<file path="config.mk">
export PLATFORM = sky130hd
export DESIGN_NAME = drawdown_tracker
export DESIGN_NICKNAME = d
export VERILOG_FILES = /design/src/design/drt_pkg.sv /design/src/design/drawdown_tracker.sv /design/src/design/drt_day_div.sv /design/src/design/drt_channel.sv /design/src/design/drt_daily.sv
export SDC_FILE = /design/constraint.sdc
export NUM_CORES = 2
export LEC_CHECK = 0
export BUFFER_PORTS_ARGS = -buffer_cell sky130_fd_sc_hd__buf_4
export CAP_MARGIN = 30
export CORE_ASPECT_RATIO = 2
export CORE_MARGIN = 1.5
export CORE_UTILIZATION = 45
export DETAILED_ROUTE_END_ITERATION = 6
export GPL_ROUTABILITY_DRIVEN = 0
export SLEW_MARGIN = 5
export SYNTH_ARGS = -nofsm -noshare
export SYNTH_HDL_FRONTEND = slang
export SYNTH_HIERARCHICAL = 1
export SYNTH_SLANG_ARGS = --single-unit
</file>
<file path="constraint.sdc">
create_clock -name clk_i -period 22.1 [get_ports clk_i]
set_input_delay 3.315 -clock clk_i [delete_from_list [all_inputs] [get_ports clk_i]]
set_output_delay 3.315 -clock clk_i [all_outputs]
set_load 0.03 [all_outputs]
</file>
<file path="src/design/drt_pkg.sv">
// Package with the widths, constants and result types of the drawdown tracker.
`timescale 1ns / 1ps

package drt_pkg;

  localparam int VALUE_BITS = 40;
  localparam int COUNT_BITS = 32;
  localparam int DD_BITS    = VALUE_BITS + 1;
  localparam int SUM_BITS   = 63;
  localparam int TS_BITS    = 44;
  localparam int DAY_BITS   = 18;

  // One day is 86400000 ms = 2^10 * 84375; the power of two is a shift.
  localparam longint unsigned MS_PER_DAY = 64'd86400000;
  localparam int DAY_SHIFT   = 10;
  localparam int DAY_ODD     = int'(MS_PER_DAY >> DAY_SHIFT);
  localparam int X_BITS      = TS_BITS - DAY_SHIFT;
  localparam int RECIP_SHIFT = X_BITS;
  localparam int RECIP_BITS  = 18;
  localparam longint unsigned DAY_RECIP = (64'd1 << RECIP_SHIFT) / DAY_ODD;

  localparam int IN_BITS        = TS_BITS + 2 * VALUE_BITS;
  localparam int IN_TDATA_BITS  = ((IN_BITS + 7) / 8) * 8;
  localparam int OUT_BITS       = 6 * DD_BITS + 2 * VALUE_BITS + 2 * COUNT_BITS + 2 * SUM_BITS;
  localparam int OUT_TDATA_BITS = ((OUT_BITS + 7) / 8) * 8;

  typedef logic signed [VALUE_BITS-1:0] value_t;
  typedef logic signed [DD_BITS-1:0]    dd_t;
  typedef logic        [COUNT_BITS-1:0] count_t;
  typedef logic signed [SUM_BITS-1:0]   sum_t;
  typedef logic signed [SUM_BITS:0]     wide_sum_t;
  typedef logic        [DAY_BITS-1:0]   day_t;

  // Drawdown sums stop at -2^62.
  localparam wide_sum_t SUM_FLOOR = {2'b11, {(SUM_BITS - 1){1'b0}}};

  typedef struct packed {
    dd_t    dd;
    value_t peak;
    dd_t    worst;
    count_t bars;
    sum_t   total;
  } chan_res_t;

  typedef struct packed {
    dd_t eq_low;
    dd_t bal_low;
  } daily_res_t;

endpackage

</file>
<file path="src/design/drawdown_tracker.sv">
// Top level of the drawdown tracker: stage registers, handshake and result register.
//
//   channel  dir  width  contents
//   s_axis   in   128    bars: timestamp_ms, balance, equity
//   m_axis   out  520    one result per bar: drawdowns, peaks, counts, sums
//
// One bar per cycle while the output accepts results; a bar's result passes the input
// register, two divider stages and the result register before it is valid.
// The day number comes from the two-stage reciprocal divider; the tracker
// state updates in the single cycle that loads the result register.
// Reset clears all tracker state and empties the pipeline.
// A stalled output holds the pipeline; stages with bubbles keep filling.
`timescale 1ns / 1ps

module drawdown_tracker import drt_pkg::*; (
  input  logic                      clk_i,
  input  logic                      rst_ni,
  input  logic                      s_axis_tvalid,
  output logic                      s_axis_tready,
  // tdata from bit 0: timestamp_ms[44], balance[40], equity[40], zero pad
  input  logic [IN_TDATA_BITS-1:0]  s_axis_tdata,
  output logic                      m_axis_tvalid,
  input  logic                      m_axis_tready,
  // tdata from bit 0: equity_drawdown[41], balance_drawdown[41], equity_peak[40],
  // balance_peak[40], worst_equity_drawdown[41], worst_balance_drawdown[41],
  // equity_dd_bar_count[32], balance_dd_bar_count[32], equity_dd_total[63],
  // balance_dd_total[63], worst_equity_daily_drawdown[41],
  // worst_balance_daily_drawdown[41], zero pad
  output logic [OUT_TDATA_BITS-1:0] m_axis_tdata
);

  logic               v0_q, v1_q, v2_q, v3_q;
  logic               rdy0, rdy1, rdy2, rdy3;
  logic               upd;
  logic               seeded_q;
  logic [TS_BITS-1:0] ts0_q;
  value_t             bal0_q, eq0_q, bal1_q, eq1_q, bal2_q, eq2_q;
  day_t               day;
  chan_res_t          eq_res, bal_res, eq_res_q, bal_res_q;
  daily_res_t         daily_res, daily_q;

  assign rdy3 = !v3_q || m_axis_tready;
  assign rdy2 = !v2_q || rdy3;
  assign rdy1 = !v1_q || rdy2;
  assign rdy0 = !v0_q || rdy1;
  assign upd  = v2_q && rdy3;

  assign s_axis_tready = rdy0;
  assign m_axis_tvalid = v3_q;

  always_ff @(posedge clk_i or negedge rst_ni) begin
    if (!rst_ni) begin
      v0_q     <= 1'b0;
      v1_q     <= 1'b0;
      v2_q     <= 1'b0;
      v3_q     <= 1'b0;
      seeded_q <= 1'b0;
    end else begin
      if (rdy0) v0_q <= s_axis_tvalid;
      if (rdy1) v1_q <= v0_q;
      if (rdy2) v2_q <= v1_q;
      if (rdy3) v3_q <= v2_q;
      if (upd)  seeded_q <= 1'b1;
    end
  end

  always_ff @(posedge clk_i) begin
    if (rdy0) begin
      ts0_q  <= s_axis_tdata[TS_BITS-1:0];
      bal0_q <= s_axis_tdata[TS_BITS +: VALUE_BITS];
      eq0_q  <= s_axis_tdata[TS_BITS + VALUE_BITS +: VALUE_BITS];
    end
    if (rdy1) begin
      bal1_q <= bal0_q;
      eq1_q  <= eq0_q;
    end
    if (rdy2) begin
      bal2_q <= bal1_q;
      eq2_q  <= eq1_q;
    end
    if (upd) begin
      eq_res_q  <= eq_res;
      bal_res_q <= bal_res;
      daily_q   <= daily_res;
    end
  end

  drt_day_div u_day_div (
    .clk_i (clk_i),
    .en1_i (rdy1),
    .en2_i (rdy2),
    .ts_i  (ts0_q),
    .day_o (day)
  );

  drt_channel u_eq_chan (
    .clk_i    (clk_i),
    .rst_ni   (rst_ni),
    .upd_i    (upd),
    .seeded_i (seeded_q),
    .value_i  (eq2_q),
    .res_o    (eq_res)
  );

  drt_channel u_bal_chan (
    .clk_i    (clk_i),
    .rst_ni   (rst_ni),
    .upd_i    (upd),
    .seeded_i (seeded_q),
    .value_i  (bal2_q),
    .res_o    (bal_res)
  );

  drt_daily u_daily (
    .clk_i  (clk_i),
    .rst_ni (rst_ni),
    .upd_i  (upd),
    .day_i  (day),
    .eq_i   (eq2_q),
    .bal_i  (bal2_q),
    .res_o  (daily_res)
  );

  assign m_axis_tdata = {
    {(OUT_TDATA_BITS - OUT_BITS){1'b0}},
    daily_q.bal_low, daily_q.eq_low,
    bal_res_q.total, eq_res_q.total,
    bal_res_q.bars, eq_res_q.bars,
    bal_res_q.worst, eq_res_q.worst,
    bal_res_q.peak, eq_res_q.peak,
    bal_res_q.dd, eq_res_q.dd
  };

  // A drawdown is never positive, and the worst one is at or below the current one.
  a_dd_not_positive: assert property (@(posedge clk_i) disable iff (!rst_ni)
    m_axis_tvalid |-> ($signed(eq_res_q.dd) <= 0) && ($signed(bal_res_q.dd) <= 0))
    else $error("drawdown above zero");

  a_worst_below_dd: assert property (@(posedge clk_i) disable iff (!rst_ni)
    m_axis_tvalid |-> ($signed(eq_res_q.worst) <= $signed(eq_res_q.dd)) &&
                      ($signed(bal_res_q.worst) <= $signed(bal_res_q.dd)))
    else $error("worst drawdown above current drawdown");

  // The sum is negative exactly when some bar was counted in drawdown.
  a_count_matches_sum: assert property (@(posedge clk_i) disable iff (!rst_ni)
    m_axis_tvalid |-> ((eq_res_q.total != '0) == (eq_res_q.bars != '0)) &&
                      ((bal_res_q.total != '0) == (bal_res_q.bars != '0)))
    else $error("drawdown count and sum disagree");

  // Once a result is delivered the peaks stay seeded.
  a_seeded_after_result: assert property (@(posedge clk_i) disable iff (!rst_ni)
    m_axis_tvalid |-> seeded_q)
    else $error("result without seeded peaks");

endmodule

</file>
<file path="src/design/drt_day_div.sv">
// Two-stage pipelined division of the timestamp by the milliseconds of one day.
`timescale 1ns / 1ps

module drt_day_div import drt_pkg::*; (
  input  logic                 clk_i,
  input  logic                 en1_i,
  input  logic                 en2_i,
  input  logic [TS_BITS-1:0]   ts_i,
  output day_t                 day_o
);

  logic [X_BITS-1:0]            x_q;
  logic [X_BITS-1:0]            x_d;
  day_t                         qe_q, qe_d;
  day_t                         day_q, day_d;
  logic [X_BITS+RECIP_BITS-1:0] prod1;
  logic [X_BITS:0]              prod2;
  logic [X_BITS:0]              rem;

  // The estimate from the truncated reciprocal is the quotient or one below it.
  always_comb begin
    x_d   = ts_i[TS_BITS-1:DAY_SHIFT];
    prod1 = (X_BITS + RECIP_BITS)'(x_d) * (X_BITS + RECIP_BITS)'(DAY_RECIP);
    qe_d  = prod1[RECIP_SHIFT +: DAY_BITS];
  end

  always_comb begin
    prod2 = (X_BITS + 1)'(qe_q) * (X_BITS + 1)'(DAY_ODD);
    rem   = (X_BITS + 1)'(x_q) - prod2;
    day_d = qe_q + day_t'(rem >= (X_BITS + 1)'(DAY_ODD));
  end

  always_ff @(posedge clk_i) begin
    if (en1_i) begin
      x_q  <= x_d;
      qe_q <= qe_d;
    end
    if (en2_i) begin
      day_q <= day_d;
    end
  end

  assign day_o = day_q;

endmodule

</file>
<file path="src/design/drt_channel.sv">
// Peak, drawdown, worst drawdown and saturating bar count and sum of one channel.
`timescale 1ns / 1ps

module drt_channel import drt_pkg::*; (
  input  logic      clk_i,
  input  logic      rst_ni,
  input  logic      upd_i,
  input  logic      seeded_i,
  input  value_t    value_i,
  output chan_res_t res_o
);

  value_t    high_q, high_d;
  dd_t       low_q, low_d;
  count_t    bars_q, bars_d;
  sum_t      sum_q, sum_d;
  dd_t       dd;
  wide_sum_t sum_wide;

  always_comb begin
    high_d   = (!seeded_i || (value_i > high_q)) ? value_i : high_q;
    dd       = dd_t'(value_i) - dd_t'(high_d);
    sum_wide = wide_sum_t'(sum_q) + wide_sum_t'(dd);
    bars_d   = bars_q;
    sum_d    = sum_q;
    if (dd < 0) begin
      if (bars_q != '1) begin
        bars_d = bars_q + 1'b1;
      end
      if (sum_wide < SUM_FLOOR) begin
        sum_d = SUM_FLOOR[SUM_BITS-1:0];
      end else begin
        sum_d = sum_wide[SUM_BITS-1:0];
      end
    end
    low_d = (dd < low_q) ? dd : low_q;
  end

  always_ff @(posedge clk_i or negedge rst_ni) begin
    if (!rst_ni) begin
      high_q <= '0;
      low_q  <= '0;
      bars_q <= '0;
      sum_q  <= '0;
    end else if (upd_i) begin
      high_q <= high_d;
      low_q  <= low_d;
      bars_q <= bars_d;
      sum_q  <= sum_d;
    end
  end

  assign res_o.dd    = dd;
  assign res_o.peak  = high_d;
  assign res_o.worst = low_d;
  assign res_o.bars  = bars_d;
  assign res_o.total = sum_d;

endmodule

</file>
<file path="src/design/drt_daily.sv">
// Day opening values and worst intraday drawdown of both channels.
`timescale 1ns / 1ps

module drt_daily import drt_pkg::*; (
  input  logic       clk_i,
  input  logic       rst_ni,
  input  logic       upd_i,
  input  day_t       day_i,
  input  value_t     eq_i,
  input  value_t     bal_i,
  output daily_res_t res_o
);

  logic   seen_q;
  day_t   day_q;
  value_t open_eq_q, open_eq_d;
  value_t open_bal_q, open_bal_d;
  dd_t    low_eq_q, low_eq_d;
  dd_t    low_bal_q, low_bal_d;
  dd_t    d_eq, d_bal;
  logic   new_day;

  // Any change of day number opens a day, also a step back in time.
  always_comb begin
    new_day    = !seen_q || (day_i != day_q);
    open_eq_d  = new_day ? eq_i : open_eq_q;
    open_bal_d = new_day ? bal_i : open_bal_q;
    d_eq       = dd_t'(eq_i) - dd_t'(open_eq_d);
    d_bal      = dd_t'(bal_i) - dd_t'(open_bal_d);
    low_eq_d   = (d_eq < low_eq_q) ? d_eq : low_eq_q;
    low_bal_d  = (d_bal < low_bal_q) ? d_bal : low_bal_q;
  end

  always_ff @(posedge clk_i or negedge rst_ni) begin
    if (!rst_ni) begin
      seen_q     <= 1'b0;
      day_q      <= '0;
      open_eq_q  <= '0;
      open_bal_q <= '0;
      low_eq_q   <= '0;
      low_bal_q  <= '0;
    end else if (upd_i) begin
      seen_q     <= 1'b1;
      day_q      <= day_i;
      open_eq_q  <= open_eq_d;
      open_bal_q <= open_bal_d;
      low_eq_q   <= low_eq_d;
      low_bal_q  <= low_bal_d;
    end
  end

  assign res_o.eq_low  = low_eq_d;
  assign res_o.bal_low = low_bal_d;

endmodule

</file>
Yosys cells after proc, flatten, opt, wreduce, memory -nomap -nowiden --
Cells that the tools add are included.
Storage, ports and cells: register bits after elaboration 1407, bits in latches 0, memory bits (writable) 0, bits in read-only memories 0, bits of input ports 132, logic and storage cells 95, memories 0
Cells by class: $add $sub $neg 10, multiply operators 2, divide/modulo/power cells 0, $lt $le $gt $ge 11, equal/unequal tests 3, shift-type cells 0, multiplexer cells 16, bitwise gates (word level) 0, reductions and logical operators 13
Operators by type and width (number):
- $mux W63 | 4
- $lt A41 B41 Y1 | 4
- $mux W41 | 4
- $sub A40 B40 Y41 | 4
- $mux W40 | 4
- $add A63 B41 Y64 | 2
- $lt A64 B63 Y1 const B | 2
- $mux W32 | 4
- $lt A41 B1 Y1 const B | 2
- $gt A40 B40 Y1 | 2
- $add A32 B1 Y32 const B | 2
- $ne A32 B32 Y1 const B | 2
- $mul A34 B18 Y52 const B | 1
- $ge A35 B17 Y1 const B | 1
- $mul A18 B17 Y35 const B | 1
- $sub A34 B35 Y35 | 1
- $add A18 B1 Y18 | 1
- $ne A18 B18 Y1 | 1
- $logic_or A1 B1 Y1 | 7
- $logic_not A1 Y1 | 5
- $logic_and A1 B1 Y1 | 1

Longest topological paths before layout --
depth after elaboration 8, mapped depth 39, mapped depth without buffers 34

Hierarchy --
The synthesis kept the hierarchy.
Modules (own cells, without submodules):
- drt_channel | times used 2, cells each 2047, area an instance 17669.4 µm², sequential area each 4404.2 µm²
- drawdown_tracker | times used 1, cells each 821, area an instance 24267.0 µm², sequential area each 24148.2 µm²
- drt_day_div | times used 1, cells each 2018, area an instance 20375.8 µm², sequential area each 2102.0 µm²
- drt_daily | times used 1, cells each 1769, area an instance 15637.5 µm², sequential area each 4529.3 µm²

Least setup slack after synthesis --
Ideal clock, no wire load.
kind input-to-reg, start input m_axis_tready, end register u_daily.open_bal_q[11], setup time 137 ps, arrival 16665 ps, required time 21963 ps, slack 5298 ps, cell stages on the path 7, cell sequence nand2b_1 -> and2_1 -> clkbuf_1 -> clkbuf_1 -> clkbuf_1 -> clkbuf_1 -> a21oi_1
On the way: cells in the longest elaborated chain, start to end 2
RTL lines:
- start, declared | line drawdown_tracker.sv:23 | input logic m_axis_tready,
- $logic_or A1 B1 Y1 | line drawdown_tracker.sv:42 | assign rdy3 = !v3_q || m_axis_tready;
- $logic_and A1 B1 Y1 | line drawdown_tracker.sv:46 | assign upd = v2_q && rdy3;
- net upd | line drawdown_tracker.sv:34 | logic upd;
- end signal, assigned | line drt_daily.sv:46 | open_bal_q <= open_bal_d;
- end, declared | line drt_daily.sv:17 | value_t open_bal_q, open_bal_d;
The timed path passes the listed nets, and every way through them passes these cells. A chain may end at the register's enable or synchronous reset.

==> results by group <==
Timing
  – Tmin final: 11.71 ns
  – Final setup fails: 0
  – Worst slew margin: 0.249
  – Final setup TNS: 0 ns
  – Slew Limit Fails: 0
  – RSZ-0062 raised after global routing: false
  – Worst Skew: 0.0751 ns
  – Worst-Margin Slew: 1.13 ns
  – F_max: 85.4 MHz
  – Final Hold Viols: 0
  – Period utilization: 0.530

Die
  – Die H: 654 um
  – Core area: 210,000 um2
  – Chip Width: 328 um
  – Rows: 238
  – I/O pin count: 654
  – Initial core utilization: 0.453
  – Die area: 215,000 um2

Route
  – Post-Route WL: 290,000 um
  – ANT nets after route: 0
  – Initial DRC count: 4,209
  – Number of remaining DRC errors: 0
  – Total iterations of the first detailed-routing run: 7
  – Via count: 68,500
  – Routed vias/inst: 5.63
  – Wire length per cell: 23.8 um

Critical path
  – CP Max Fanout: 66
  – Worst EP required: 22.64 ns
  – Critical path's largest stage delay: 0.72 ns
  – Critical path's slowest cell: o211a_2
  – Worst R2R Setup Slack: 10.39 ns
  – Crit path capture type: register
  – CP startpoint kind: register
  – Critical path class: register to register
  – Worst Path Arrival: 12.25 ns

Min path
  – Hold Crit Class: register to register

CTS
  – CTS buffer count: 145
  – CTS resizes: 0
  – Postcts setup bufs: 0
  – Worst-case clock buffer depth: 4
  – Clock-pin slew on the worst setup and hold paths: 0.07 ns
  – TritonCTS clock tree: done
  – Post-CTS Hold Fix Bufs: 0
  – # H-tree levels: 4
  – CTS Sinks: 1,398
  – Root buffer cell: clkbuf_16
  – Clk Latency, worst-skew pair: 0.84 ns

Global routing
  – Vias in the first global route: 71,400
  – Largest net degree at the start of global routing: 163
  – GRT Util Overall: 0.266
  – First-pass GRT wire length: 429,000 um
  – Antenna violations before repair: 11
  – Overflow after GRT: 0

Synthesis
  – Mapped Cells: 8,692
  – Post-Syn Area: 95,300 um2
  – Syn_area_per_cell: 11.0 um2
  – Synth Warn #: 6

Flow run
  – Max_cap viols: 0

Layout
  – Most frequent cells in the layout: inv_1 (1,144), ha_1 (899), edfxtp_1 (860)
  – Most common cell after layout, fill and taps aside: inv_1
  – Layout cells sized above 1: 0.173
  – Nets: 10,700
  – Synthesis-to-finish area growth: 13.3%

Placement
  – Detailed placement HPWL: 232,000 um
  – IO buf count: 635

Status
  – Outcome: completed
-- worst max-delay path: cells and delay by family, from the launching register on --
| kind | cells | cell delay, ns |
|---|---|---|
| compound gates | 14 | 5.18 |
| simple gates | 9 | 1.88 |
| fa+ha+maj | 4 | 1.34 |
| buf+inv | 2 | 1.15 |
| flops | 1 | 0.67 |
| xor+xnor | 1 | 0.67 |
| mux | 2 | 0.47 |
-- registers in the layout (all words and copies together) (netlist names), 32 cells and up --
signal / count
bal1_q: 40
u_bal_chan/sum_q: 63
eq2_q: 40
bal2_q: 40
u_bal_chan/high_q: 40
u_daily/open_eq_q: 40
u_daily/low_eq_q: 41
ts0_q: 34
m_axis_tdata: 516
u_daily/low_bal_q: 41
u_bal_chan/low_q: 41
u_eq_chan/high_q: 40
u_eq_chan/bars_q: 32
u_eq_chan/low_q: 41
bal0_q: 40
eq0_q: 40
eq1_q: 40
u_eq_chan/sum_q: 63
u_daily/open_bal_q: 40
u_day_div/x_q: 34
u_bal_chan/bars_q: 32
-- final cells by class --
class	count	area, um2
antenna	10	25.0
timing repair buffer	724	5630
multi-input combinational	5867	50500
sequential	1398	39300
clock inverter	74	882
clock buffer	183	3890
fill	18900	102000
inverter	1145	4300
tap	2760	3450
-- worst paths after layout --
check | cells after the start | endpoint | start
setup / recovery | 32 | m_axis_tdata[321] | eq2_q[25]
hold / removal | 0 | bal2_q[29] | bal1_q[29]
setup reg to reg | 32 | m_axis_tdata[321] | eq2_q[25]
hold reg to reg | 0 | bal2_q[29] | bal1_q[29]
max in group asynchronous | 3 | u_daily/low_bal_q[36] | rst_ni
min in group asynchronous | 1 | u_eq_chan/sum_q[50] | rst_ni
-- stage by stage --
stage / utilization / hold slack (ns) / instances / area, um2 / setup slack, ns
detailed placement: 0.490 / 0.405 / 11900 / 103000 / 10.57
CTS: 0.513 / 0.387 / 12100 / 108000 / 10.57
finish: 0.514 / 0.386 / 12200 / 108000 / 10.39
global route: 0.513 / 0.404 / 12200 / 108000 / 10.21
global placement: 0.490 / 0.402 / 11900 / 103000 / 10.77
floorplan: - / 0.400 / 8695 / 95300 / 5.30
-- routing by layer --
layer | up-vias | routed length [um] | track usage
met5 | - | 51 | 0
li1 | 31700 | - | -
met3 | 779 | 13200 | 0.0340
met1 | 33800 | 102000 | 0.277
met2 | 2215 | 150000 | 0.487
met4 | 6 | 24200 | 0.193
Power is left out: the tool's default activity adds up to more than one toggle a clock period on the data nets, which glitch-free logic cannot reach.
